===== src/hdl/led_blink_request_sequencer_top_assert.svh =====
// ============================================================================
// LED blink request sequencer - assertion macros
// Shared concurrent assertion forms, clocked on i_clk, off during reset.
// ============================================================================
`ifndef LED_BLINK_REQUEST_SEQUENCER_TOP_ASSERT_SVH
`define LED_BLINK_REQUEST_SEQUENCER_TOP_ASSERT_SVH

// Condition that must hold at every clock edge out of reset.
`define LBRS_ASSERT_ALWAYS(lbl, expr, msg) \
    lbl: assert property (@(posedge i_clk) disable iff (!i_rst_n) (expr)) else $error(msg);

// Consequent that must hold in the same cycle as the antecedent.
`define LBRS_ASSERT_IMPLY(lbl, ante, cons, msg) \
    lbl: assert property (@(posedge i_clk) disable iff (!i_rst_n) (ante) |-> (cons)) \
        else $error(msg);

`endif


===== src/hdl/lbrs_pkg.sv =====
// ============================================================================
// LED blink request sequencer - package
// Shared types, codes, request mapping and color table.
// ============================================================================
package lbrs_pkg;

    localparam int LBRS_QUEUE_DEPTH = 16;

    // command codes
    localparam logic [1:0] CMD_TICK   = 2'd0;
    localparam logic [1:0] CMD_PEER   = 2'd1;
    localparam logic [1:0] CMD_SEARCH = 2'd2;

    // peer state codes
    localparam logic [2:0] PEER_DISCONNECTED = 3'd0;
    localparam logic [2:0] PEER_CONNECTED    = 3'd1;
    localparam logic [2:0] PEER_SECURED      = 3'd2;
    localparam logic [2:0] PEER_FAILED       = 3'd3;

    // config register indexes
    localparam logic [1:0] REG_SHORT  = 2'd0;
    localparam logic [1:0] REG_MEDIUM = 2'd1;
    localparam logic [1:0] REG_LONG   = 2'd2;

    localparam logic [15:0] SHORT_RESET  = 16'd100;
    localparam logic [15:0] MEDIUM_RESET = 16'd300;
    localparam logic [15:0] LONG_RESET   = 16'd1000;

    typedef logic [2:0] t_color;
    localparam t_color COL_RED    = 3'd0;
    localparam t_color COL_GREEN  = 3'd1;
    localparam t_color COL_BLUE   = 3'd2;
    localparam t_color COL_ORANGE = 3'd3;
    localparam t_color COL_BLACK  = 3'd4;

    typedef logic [1:0] t_dur;
    localparam t_dur DUR_SHORT  = 2'd0;
    localparam t_dur DUR_MEDIUM = 2'd1;
    localparam t_dur DUR_LONG   = 2'd2;
    localparam t_dur DUR_NONE   = 2'd3;

    localparam logic [7:0] LVL_FULL   = 8'd25;
    localparam logic [7:0] LVL_ORANGE = 8'd17;

    typedef enum logic [1:0] {
        PH_IDLE = 2'd0,
        PH_ON   = 2'd1,
        PH_OFF  = 2'd2
    } t_phase;

    // queue entry, 10 bits: color [2:0], count [6:3], class [8:7], background [9]
    typedef struct packed {
        logic       bg;
        t_dur       dur;
        logic [3:0] count;
        t_color     color;
    } t_request;

    localparam int REQ_W = $bits(t_request);

    typedef struct packed {
        logic [15:0] short_ms;
        logic [15:0] medium_ms;
        logic [15:0] long_ms;
    } t_blink_cfg;

    typedef struct packed {
        logic     push;
        logic     pop;
        t_request wdata;
    } t_fifo_cmd;

    typedef struct packed {
        logic     empty;
        logic     full;
        t_request head;
    } t_fifo_stat;

    typedef struct packed {
        logic [7:0] blue;
        logic [7:0] green;
        logic [7:0] red;
    } t_rgb;

    function automatic t_request make_request(input t_color c, input logic [3:0] n,
                                              input t_dur d, input logic bg);
        t_request r;
        r.color = c;
        r.count = n;
        r.dur   = d;
        r.bg    = bg;
        return r;
    endfunction

    function automatic t_request event_request(input logic [1:0] cmd,
                                               input logic [2:0] peer,
                                               input logic search);
        t_request r;
        if (cmd == CMD_SEARCH) begin
            r = search ? make_request(COL_BLUE, 4'd10, DUR_LONG, 1'b1)
                       : make_request(COL_BLACK, 4'd0, DUR_NONE, 1'b1);
        end else begin
            case (peer)
                PEER_DISCONNECTED: r = make_request(COL_RED, 4'd2, DUR_SHORT, 1'b0);
                PEER_CONNECTED:    r = make_request(COL_ORANGE, 4'd2, DUR_MEDIUM, 1'b0);
                PEER_SECURED:      r = make_request(COL_GREEN, 4'd2, DUR_MEDIUM, 1'b0);
                PEER_FAILED:       r = make_request(COL_RED, 4'd5, DUR_MEDIUM, 1'b0);
                default:           r = make_request(COL_BLACK, 4'd0, DUR_NONE, 1'b0);
            endcase
        end
        return r;
    endfunction

    function automatic logic [15:0] duration_of(input t_blink_cfg cfg, input t_dur d);
        logic [15:0] v;
        case (d)
            DUR_SHORT:  v = cfg.short_ms;
            DUR_MEDIUM: v = cfg.medium_ms;
            DUR_LONG:   v = cfg.long_ms;
            default:    v = 16'd0;
        endcase
        return v;
    endfunction

    function automatic t_rgb color_rgb(input t_color c);
        t_rgb v;
        v = '0;
        case (c)
            COL_RED:    v.red = LVL_FULL;
            COL_GREEN:  v.green = LVL_FULL;
            COL_BLUE:   v.blue = LVL_FULL;
            COL_ORANGE: begin
                v.red   = LVL_FULL;
                v.green = LVL_ORANGE;
            end
            default:    v = '0;
        endcase
        return v;
    endfunction

endpackage


===== src/hdl/lbrs_ram.sv =====
// ============================================================================
// LBRS generic RAM
// One write port, one read port, registered read (old data on collision).
// ============================================================================
module lbrs_ram #(
    parameter int WIDTH = 10,
    parameter int DEPTH = 16,
    localparam int AW = (DEPTH > 1) ? $clog2(DEPTH) : 1
) (
    input  logic             i_clk,
    input  logic             i_we,
    input  logic [AW-1:0]    i_waddr,
    input  logic [WIDTH-1:0] i_wdata,
    input  logic [AW-1:0]    i_raddr,
    output logic [WIDTH-1:0] o_rdata
);

    logic [WIDTH-1:0] r_mem [DEPTH];
    logic [WIDTH-1:0] r_rdata;

    always_ff @(posedge i_clk) begin
        if (i_we) begin
            r_mem[i_waddr] <= i_wdata;
        end
        r_rdata <= r_mem[i_raddr];
    end

    assign o_rdata = r_rdata;

endmodule


===== src/hdl/lbrs_fifo.sv =====
// ============================================================================
// LBRS request queue
// Show-ahead FIFO on the generic RAM; head entry valid whenever not empty.
// ============================================================================
module lbrs_fifo
    import lbrs_pkg::*;
#(
    parameter int DEPTH = LBRS_QUEUE_DEPTH
) (
    input  logic       i_clk,
    input  logic       i_rst_n,
    input  t_fifo_cmd  i_cmd,
    output t_fifo_stat o_stat
);

    localparam int PW = (DEPTH > 1) ? $clog2(DEPTH) : 1;
    localparam int FW = $clog2(DEPTH + 1);
    localparam logic [PW-1:0] PTR_LAST = PW'(DEPTH - 1);
    localparam logic [FW-1:0] FILL_MAX = FW'(DEPTH);

    logic [PW-1:0]    r_rd_ptr, n_rd_ptr;
    logic [PW-1:0]    r_wr_ptr, n_wr_ptr;
    logic [FW-1:0]    r_fill, n_fill;
    logic             r_byp_hit;
    logic [REQ_W-1:0] r_byp_data;
    logic [REQ_W-1:0] w_ram_q;

    // read address tracks the pointer after this cycle's pop
    always_comb begin
        n_rd_ptr = r_rd_ptr;
        n_wr_ptr = r_wr_ptr;
        n_fill   = r_fill;
        if (i_cmd.pop) begin
            n_rd_ptr = (r_rd_ptr == PTR_LAST) ? '0 : r_rd_ptr + 1'b1;
        end
        if (i_cmd.push) begin
            n_wr_ptr = (r_wr_ptr == PTR_LAST) ? '0 : r_wr_ptr + 1'b1;
        end
        if (i_cmd.push && !i_cmd.pop) begin
            n_fill = r_fill + 1'b1;
        end else if (i_cmd.pop && !i_cmd.push) begin
            n_fill = r_fill - 1'b1;
        end
    end

    lbrs_ram #(
        .WIDTH (REQ_W),
        .DEPTH (DEPTH)
    ) u_ram (
        .i_clk   (i_clk),
        .i_we    (i_cmd.push),
        .i_waddr (r_wr_ptr),
        .i_wdata (i_cmd.wdata),
        .i_raddr (n_rd_ptr),
        .o_rdata (w_ram_q)
    );

    always_ff @(posedge i_clk) begin
        if (!i_rst_n) begin
            r_rd_ptr  <= '0;
            r_wr_ptr  <= '0;
            r_fill    <= '0;
            r_byp_hit <= 1'b0;
        end else begin
            r_rd_ptr  <= n_rd_ptr;
            r_wr_ptr  <= n_wr_ptr;
            r_fill    <= n_fill;
            r_byp_hit <= i_cmd.push && (r_wr_ptr == n_rd_ptr);
        end
    end

    // write-to-read forward covers the RAM's old-data collision
    always_ff @(posedge i_clk) begin
        r_byp_data <= i_cmd.wdata;
    end

    assign o_stat.empty = (r_fill == '0);
    assign o_stat.full  = (r_fill == FILL_MAX);
    assign o_stat.head  = r_byp_hit ? t_request'(r_byp_data) : t_request'(w_ram_q);

`include "led_blink_request_sequencer_top_assert.svh"

    `LBRS_ASSERT_ALWAYS(a_fill_bound, r_fill <= FILL_MAX, "fifo fill above depth")
    `LBRS_ASSERT_IMPLY(a_no_pop_empty, i_cmd.pop, r_fill != '0, "pop from empty fifo")
    `LBRS_ASSERT_IMPLY(a_no_push_full, i_cmd.push, r_fill != FILL_MAX, "push into full fifo")

endmodule


===== src/hdl/lbrs_blink.sv =====
// ============================================================================
// LBRS blink sequencer
// Event-to-request mapping, tick-driven blink phases and run state.
// ============================================================================
module lbrs_blink
    import lbrs_pkg::*;
(
    input  logic       i_clk,
    input  logic       i_rst_n,
    input  logic       i_go,
    input  logic [1:0] i_command,
    input  logic [2:0] i_peer_state,
    input  logic       i_search_active,
    input  t_blink_cfg i_cfg,
    input  t_fifo_stat i_fifo,
    output t_fifo_cmd  o_fifo,
    output t_color     o_shown,
    output logic       o_dropped
);

    t_phase      r_phase, n_phase;
    logic [15:0] r_timer, n_timer;
    logic [3:0]  r_left, n_left;
    t_color      r_color, n_color;
    t_dur        r_dclass, n_dclass;
    logic        r_bg, n_bg;

    logic        w_is_tick, w_is_event;
    logic        w_pop_ok, w_bound;
    logic [15:0] w_dur_cur, w_half;
    t_color      w_b_color;
    t_dur        w_b_dclass;
    logic [3:0]  w_b_left;
    logic        w_b_bg;

    assign w_is_tick  = (i_command == CMD_TICK);
    assign w_is_event = (i_command == CMD_PEER) || (i_command == CMD_SEARCH);
    assign w_dur_cur  = duration_of(i_cfg, r_dclass);
    assign w_half     = {1'b0, w_dur_cur[15:1]};

    // run state as a blink boundary would leave it
    assign w_pop_ok   = ((r_left == '0) || r_bg) && !i_fifo.empty;
    assign w_b_color  = w_pop_ok ? i_fifo.head.color : r_color;
    assign w_b_dclass = w_pop_ok ? i_fifo.head.dur : r_dclass;
    assign w_b_left   = w_pop_ok ? i_fifo.head.count : r_left;
    assign w_b_bg     = w_pop_ok ? i_fifo.head.bg : r_bg;

    always_comb begin
        n_phase  = r_phase;
        n_timer  = r_timer;
        n_left   = r_left;
        n_color  = r_color;
        n_dclass = r_dclass;
        n_bg     = r_bg;
        w_bound  = 1'b0;
        if (i_go && w_is_tick) begin
            case (r_phase)
                PH_ON: begin
                    if (r_timer > 16'd1) begin
                        n_timer = r_timer - 16'd1;
                    end else if (w_half != '0) begin
                        n_phase = PH_OFF;
                        n_timer = w_half;
                    end else begin
                        w_bound = 1'b1;
                    end
                end
                PH_OFF: begin
                    if (r_timer > 16'd1) begin
                        n_timer = r_timer - 16'd1;
                    end else begin
                        w_bound = 1'b1;
                    end
                end
                default: w_bound = 1'b1;
            endcase
            if (w_bound) begin
                n_color  = w_b_color;
                n_dclass = w_b_dclass;
                n_bg     = w_b_bg;
                if (w_b_left != '0) begin
                    n_left  = w_b_left - 4'd1;
                    n_phase = PH_ON;
                    n_timer = duration_of(i_cfg, w_b_dclass);
                end else begin
                    n_left  = '0;
                    n_phase = PH_IDLE;
                    n_timer = '0;
                end
            end
        end
    end

    always_ff @(posedge i_clk) begin
        if (!i_rst_n) begin
            r_phase  <= PH_IDLE;
            r_timer  <= '0;
            r_left   <= '0;
            r_color  <= COL_BLACK;
            r_dclass <= DUR_SHORT;
            r_bg     <= 1'b1;
        end else begin
            r_phase  <= n_phase;
            r_timer  <= n_timer;
            r_left   <= n_left;
            r_color  <= n_color;
            r_dclass <= n_dclass;
            r_bg     <= n_bg;
        end
    end

    assign o_fifo.pop   = w_bound && w_pop_ok;
    assign o_fifo.push  = i_go && w_is_event && !i_fifo.full;
    assign o_fifo.wdata = event_request(i_command, i_peer_state, i_search_active);
    assign o_dropped    = w_is_event && i_fifo.full;
    assign o_shown      = (n_phase == PH_ON) ? n_color : COL_BLACK;

`include "led_blink_request_sequencer_top_assert.svh"

    `LBRS_ASSERT_IMPLY(a_off_timer, r_phase == PH_OFF, r_timer != '0, "off phase with zero timer")
    `LBRS_ASSERT_IMPLY(a_idle_spent, r_phase == PH_IDLE, r_left == '0, "idle with blinks left")
    `LBRS_ASSERT_IMPLY(a_pop_tick, o_fifo.pop, i_go && w_is_tick, "pop outside a tick")

endmodule


===== src/hdl/led_blink_request_sequencer_top.sv =====
// ============================================================================
// LED blink request sequencer - top level
// Event queue and tick-driven RGB blink sequencing behind stream ports.
// ============================================================================
// Usage:
//   Input stream (i_s_*): one beat per event or 1 ms tick; i_s_tuser holds
//   the command. Peer and search events push a blink request into a
//   QUEUE_DEPTH-entry queue; a tick steps the blink timer and, at a blink
//   boundary, may take the next request.
//   Output stream (o_m_*): exactly one beat per input beat, carrying the LED
//   color after that step and a flag for a request lost to a full queue.
//   Config port: i_cfg_we writes register i_cfg_idx (0 short, 1 medium,
//   2 long on time, in ticks); write only while the block is idle.
//   Path: accepted beat -> input register -> result register -> o_m_tvalid.
//   Throughput: one beat per cycle while i_m_tready holds, set by the single
//   compute stage between the two registers; the queue RAM's registered
//   read is hidden by a prefetched head entry.
//   Stall: if the result register is held, the input register keeps its
//   beat and o_s_tready drops only once both are occupied.
//   Reset: i_rst_n synchronous, active low; queue empties, LED idle/black,
//   on times return to 100/300/1000 ticks. Queue RAM needs no clearing.
// ============================================================================
module led_blink_request_sequencer_top
    import lbrs_pkg::*;
#(
    parameter int QUEUE_DEPTH = LBRS_QUEUE_DEPTH
) (
    input  logic        i_clk,
    input  logic        i_rst_n,
    // input stream
    input  logic        i_s_tvalid,
    output logic        o_s_tready,
    input  logic [7:0]  i_s_tdata,   // [2:0] peer_state, [3] search_active,
                                     // [7:4] zero
    input  logic [1:0]  i_s_tuser,   // [1:0] command
    // result stream
    output logic        o_m_tvalid,
    input  logic        i_m_tready,
    output logic [31:0] o_m_tdata,   // [7:0] led_red, [15:8] led_green,
                                     // [23:16] led_blue, [24] request_dropped,
                                     // [31:25] zero
    // config write port
    input  logic        i_cfg_we,
    input  logic [1:0]  i_cfg_idx,
    input  logic [15:0] i_cfg_data
);

    // input register
    logic       r_in_valid;
    logic [1:0] r_command;
    logic [2:0] r_peer_state;
    logic       r_search_active;

    // result register
    logic       r_out_valid;
    t_rgb       r_rgb;
    logic       r_dropped;

    t_blink_cfg r_cfg;

    logic       w_adv;   // result register can take a new beat
    logic       w_go;    // the held input beat is processed this cycle
    t_fifo_cmd  w_fifo_cmd;
    t_fifo_stat w_fifo_stat;
    t_color     w_shown;
    logic       w_dropped;

    assign w_adv      = !r_out_valid || i_m_tready;
    assign w_go       = r_in_valid && w_adv;
    assign o_s_tready = !r_in_valid || w_adv;

    // config registers
    always_ff @(posedge i_clk) begin
        if (!i_rst_n) begin
            r_cfg.short_ms  <= SHORT_RESET;
            r_cfg.medium_ms <= MEDIUM_RESET;
            r_cfg.long_ms   <= LONG_RESET;
        end else if (i_cfg_we) begin
            case (i_cfg_idx)
                REG_SHORT:  r_cfg.short_ms  <= i_cfg_data;
                REG_MEDIUM: r_cfg.medium_ms <= i_cfg_data;
                REG_LONG:   r_cfg.long_ms   <= i_cfg_data;
                default:    r_cfg <= r_cfg;
            endcase
        end
    end

    // input beat capture
    always_ff @(posedge i_clk) begin
        if (!i_rst_n) begin
            r_in_valid <= 1'b0;
        end else if (o_s_tready) begin
            r_in_valid <= i_s_tvalid;
        end
    end

    always_ff @(posedge i_clk) begin
        if (i_s_tvalid && o_s_tready) begin
            r_command       <= i_s_tuser;
            r_peer_state    <= i_s_tdata[2:0];
            r_search_active <= i_s_tdata[3];
        end
    end

    lbrs_fifo #(
        .DEPTH (QUEUE_DEPTH)
    ) u_fifo (
        .i_clk   (i_clk),
        .i_rst_n (i_rst_n),
        .i_cmd   (w_fifo_cmd),
        .o_stat  (w_fifo_stat)
    );

    lbrs_blink u_blink (
        .i_clk           (i_clk),
        .i_rst_n         (i_rst_n),
        .i_go            (w_go),
        .i_command       (r_command),
        .i_peer_state    (r_peer_state),
        .i_search_active (r_search_active),
        .i_cfg           (r_cfg),
        .i_fifo          (w_fifo_stat),
        .o_fifo          (w_fifo_cmd),
        .o_shown         (w_shown),
        .o_dropped       (w_dropped)
    );

    // result register
    always_ff @(posedge i_clk) begin
        if (!i_rst_n) begin
            r_out_valid <= 1'b0;
        end else if (w_go) begin
            r_out_valid <= 1'b1;
        end else if (i_m_tready) begin
            r_out_valid <= 1'b0;
        end
    end

    always_ff @(posedge i_clk) begin
        if (w_go) begin
            r_rgb     <= color_rgb(w_shown);
            r_dropped <= w_dropped;
        end
    end

    assign o_m_tvalid = r_out_valid;
    assign o_m_tdata  = {7'd0, r_dropped, r_rgb.blue, r_rgb.green, r_rgb.red};

endmodule


===== config.mk =====
export PLATFORM = sky130hd
export DESIGN_NAME = led_blink_request_sequencer_top
export DESIGN_NICKNAME = d
export VERILOG_FILES = /design/src/hdl/lbrs_pkg.sv /design/src/hdl/lbrs_ram.sv /design/src/hdl/lbrs_fifo.sv /design/src/hdl/lbrs_blink.sv /design/src/hdl/led_blink_request_sequencer_top.sv
export VERILOG_INCLUDE_DIRS = /design/src /design/src/hdl
export SDC_FILE = /design/constraint.sdc
export NUM_CORES = 1
export LEC_CHECK = 0
export BUFFER_PORTS_ARGS = -buffer_cell sky130_fd_sc_hd__clkbuf_2
export CAP_MARGIN = 40
export CORE_MARGIN = 2
export CORE_UTILIZATION = 35
export DETAILED_ROUTE_END_ITERATION = 10
export GPL_TIMING_DRIVEN = 0
export HOLD_SLACK_MARGIN = 0.1
export PLACE_DENSITY = 0.49
export SLEW_MARGIN = 20
export SYNTH_ARGS = -nofsm -noshare
export SYNTH_HDL_FRONTEND = slang
export SYNTH_HIERARCHICAL = 1
export SYNTH_SLANG_ARGS = --single-unit

===== constraint.sdc =====
create_clock -name i_clk -period 4.83 [get_ports i_clk]
set_input_delay 0.7245 -clock i_clk [delete_from_list [all_inputs] [get_ports i_clk]]
set_output_delay 0.7245 -clock i_clk [all_outputs]
set_load 0.03 [all_outputs]

==> results.sh <==
export IMPL_grt_pass1_wl_mm=50.55
export IMPL_finalClockSkew_ns=0.01932
export IMPL_timing_max_slew_rel_slack_pct=44.60
export IMPL_wl_met2_mm=16.26
export IMPL_synth_sequential_area_ratio_pct=57.18
export IMPL_setup_repair_after_global_routing_missed_its_margin="false"
export IMPL_synth_async_reset_ratio_pct=0
export IMPL_cts_max_level=2
export IMPL_global_route_overflow_total=0
export IMPL_worst_path_max_fanout=10
export IMPL_postCtsSetupRepairBufs=0
export IMPL_setup_worst_path_start="u_blink/r_timer[4]$_SDFFE_PN0P_"
export IMPL_via_per_inst=5.145
export IMPL_design_power_total_w=0.005993
export IMPL_crit_reg2reg_launch="u_blink/r_timer[4]$_SDFFE_PN0P_"
export IMPL_route_detailed_drc=0
export IMPL_port_buffers=39
export IMPL_finalMaxSlewViolations=0
export IMPL_place_detailed_hpwl_mm=23.66
export IMPL_cts_buffers_inserted=34
export IMPL_cts_repair_resize_count=6
export IMPL_route_vias_total=8350
export IMPL_timing_final_crit_period_ns=4.541
export IMPL_min_delay_start="i_s_tdata[1]"
export IMPL_post_route_period_util_pct=94.02
export IMPL_worst_hold_path_type="primary input to register"
export IMPL_irDropWorstVdd_mv=0.3200
export IMPL_cts_buffer_depth=3
export IMPL_setup_worst_path_start_class="register"
export IMPL_grt_max_degree=20
export IMPL_layout_utilization_pct=41.71
export IMPL_grt_pass1_vias=8330
export IMPL_ant_nets=0
export IMPL_max_cap_violations=0
export IMPL_post_route_cells_drive_above_1_share_pct=21.30
export IMPL_cts_sinks=283
export IMPL_m1_wire_length_mm=14.88
export IMPL_floorplan_io_pins=67
export IMPL_fill_cells=3469
export IMPL_syn_avg_cell_area_um2=12.76
export IMPL_grt_antenna_before_repair=0
export IMPL_die_x_um=196
export IMPL_setup_viol=0
export IMPL_tightest_slew_ns=0.8302
export IMPL_synth_enable_flop_cells=171
export IMPL_cp_data_arrival_time_ns=4.95
export IMPL_yosys_register_bits=283
export IMPL_clkLatencyLatePin_ns=0.53
export IMPL_synth_main_ff_cell="edfxtp_1"
export IMPL_cellLeakagePower_nw=5.608
export IMPL_die_area_um2=38420
export IMPL_met3_length_mm=1.254
export IMPL_wire_per_inst_um=20.40
export IMPL_crit_required_ns=5.24
export IMPL_cts_root_buffer_cell="clkbuf_16"
export IMPL_crit_path_class="register to register"
export IMPL_finalNetCount=1175
export IMPL_hold_violations=0
export IMPL_setup_total_negative_slack_ns=0
export IMPL_place_congestion=0.8268
export IMPL_floorplan_initialDensity_pct=35.41
export IMPL_die_height_um=196
export IMPL_initialDrtViolationCount=577
export IMPL_pwr_density_cell_nw_per_um2=394.3
export IMPL_synth_area_um2=12900
export IMPL_final_wirelength_mm=33.11
export IMPL_ctsHoldBuffers=0
export IMPL_clock_tree_from_tritoncts="yes"
export IMPL_core_area_um2=36430
export IMPL_syn_instance_count=1011
export IMPL_area_growth_pct=17.79
export IMPL_antenna_cells=0
export IMPL_clkSlewWorstSetupHoldPaths_ns=0.06
export IMPL_placementRows=70
export IMPL_grt_util_all_layers_pct=17.46
export IMPL_status="finished, final reports clean"
export IMPL_synth_yosys_warnings=6
export IMPL_routed_top_layer="met4"
export IMPL_end_kind="register"
export IMPL_synth_cell_type_count=75
export IMPL_firstDrtPassIters=5
export IMPL_timing_fmax_ghz=0.2202
## cells in the mapped netlist, types with 11 or more instances
library cell | instances | area [µm²]
a211oi_1 | 13 | 97.59
a21oi_1 | 36 | 180.2
a22oi_1 | 22 | 165.2
and2_1 | 17 | 106.4
buf_4 | 33 | 247.7
clkbuf_1 | 30 | 112.6
dfxtp_1 | 112 | 2242
edfxtp_1 | 171 | 5135
ha_1 | 12 | 150.1
inv_1 | 21 | 78.83
mux2_2 | 13 | 146.4
mux2i_1 | 87 | 870.8
mux4_1 | 12 | 315.3
mux4_2 | 28 | 630.6
nand2_1 | 97 | 364.1
nand3_1 | 13 | 65.06
nand4_1 | 12 | 75.07
nor2_1 | 47 | 176.4
nor2b_1 | 26 | 162.7
nor3_1 | 11 | 55.05
o21ai_0 | 39 | 195.2
o2bb2ai_1 | 13 | 113.9
xor2_1 | 12 | 105.1
## through the flow
stage	setup slack [ns]	area (µm²)	instances	hold WS, ns
2_1_floorplan	1.109	12980	1032	0.4346
3_3_place_gp	-0.07625	13760	1539	0.4603
3_5_place_dp	-0.1665	13970	1560	0.4737
4_1_cts	0.06580	15130	1622	0.3406
5_1_grt	0.006344	15200	1623	0.3459
6_report	0.2886	15200	1623	0.3706
## registers in the layout, indices dropped and copies added, names as in the netlist, 2 cells and up
name	flops
u_fifo/u_ram/r_mem	160
r_cfg	48
u_blink/r_timer	16
u_fifo/r_byp_data	10
u_fifo/u_ram/o_rdata	10
u_fifo/r_fill	5
o_m_tdata	4
u_blink/r_left	4
u_fifo/r_rd_ptr	4
u_fifo/r_wr_ptr	4
r_peer_state	3
u_blink/r_color	3
r_command	2
u_blink/r_dclass	2
u_blink/r_phase	2
## power breakdown
group          switching [W]  internal (W)  total, W
Combinational       0.000455      0.000279  0.000734
Sequential         0.0000361       0.00261   0.00265
Clock                0.00103       0.00158   0.00261
## final cells by class
cell class / instances / area, µm² / area share, %
tap: 468 / 585.6 / 3.853
inverter: 21 / 78.83 / 0.5186
timing repair buffer: 61 / 380.4 / 2.503
sequential: 283 / 7377 / 48.54
clock buffer: 49 / 978.4 / 6.438
clock inverter: 13 / 167.7 / 1.103
multi-input combinational: 640 / 5089 / 33.48
buffer: 88 / 541.8 / 3.565
## layer usage
metal  up-vias  GRT usage, %
li1       3990             -
met1      4143         23.12
met2       171         29.51
met3        46         2.716
met4         0         5.499
met5         -             0
## final timing paths
| kind | endpoint | slack (ns) | cells past startpoint |
|---|---|---|---|
| setup / recovery | u_fifo/u_ram/o_rdata[3]$_DFF_P_ | 0.29 | 15 |
| hold reg to reg | r_cfg[0]$_SDFFE_PN0P_ | 0.47 | 2 |
| setup reg to reg | u_fifo/u_ram/o_rdata[3]$_DFF_P_ | 0.29 | 15 |
| hold / removal | r_peer_state[1]$_DFFE_PP_ | 0.37 | 1 |
## cell usage in the layout (no fill, tap or decap), types with 25 or more instances in the layout
master and count:
a21oi_1 35, buf_4 49, clkbuf_1 35, clkbuf_16 35, clkbuf_2 42, dfxtp_1 112, edfxtp_1 171, mux2i_1 87
mux4_2 28, nand2_1 97, nor2_1 45, nor2b_1 25, o21ai_0 38
## critical path, stage by stage (launching register included)
cell	delay, ns
dfxtp_1	0.30
clkbuf_1	0.19
nor4_1	0.58
o2111ai_2	0.38
o31ai_4	0.51
a21oi_2	0.15
buf_2	0.25
nor2_1	0.18
buf_6	0.16
xor2_1	0.16
and2_1	0.21
buf_6	0.15
buf_8	0.16
mux4_1	0.64
a22oi_1	0.32
nand2_1	0.09
## logic make-up (layout without fill, tap and decap cells)
group / Yosys count / count (layout) / synth area share [%]
muxes: 140 / 140 / 15.22
other: 1 / 22 / 0.02906
buffers and inverters: 109 / 232 / 4.742
DFF: 283 / 283 / 57.18
xor gates and xnor gates: 21 / 21 / 1.426
adders and majority gates: 13 / 13 / 1.319
AOI/OAI and AO/OA: 168 / 168 / 9.067
and+or+nand+nor: 276 / 276 / 11.03
No activity file was read; power rests on OpenSTA's default activity.
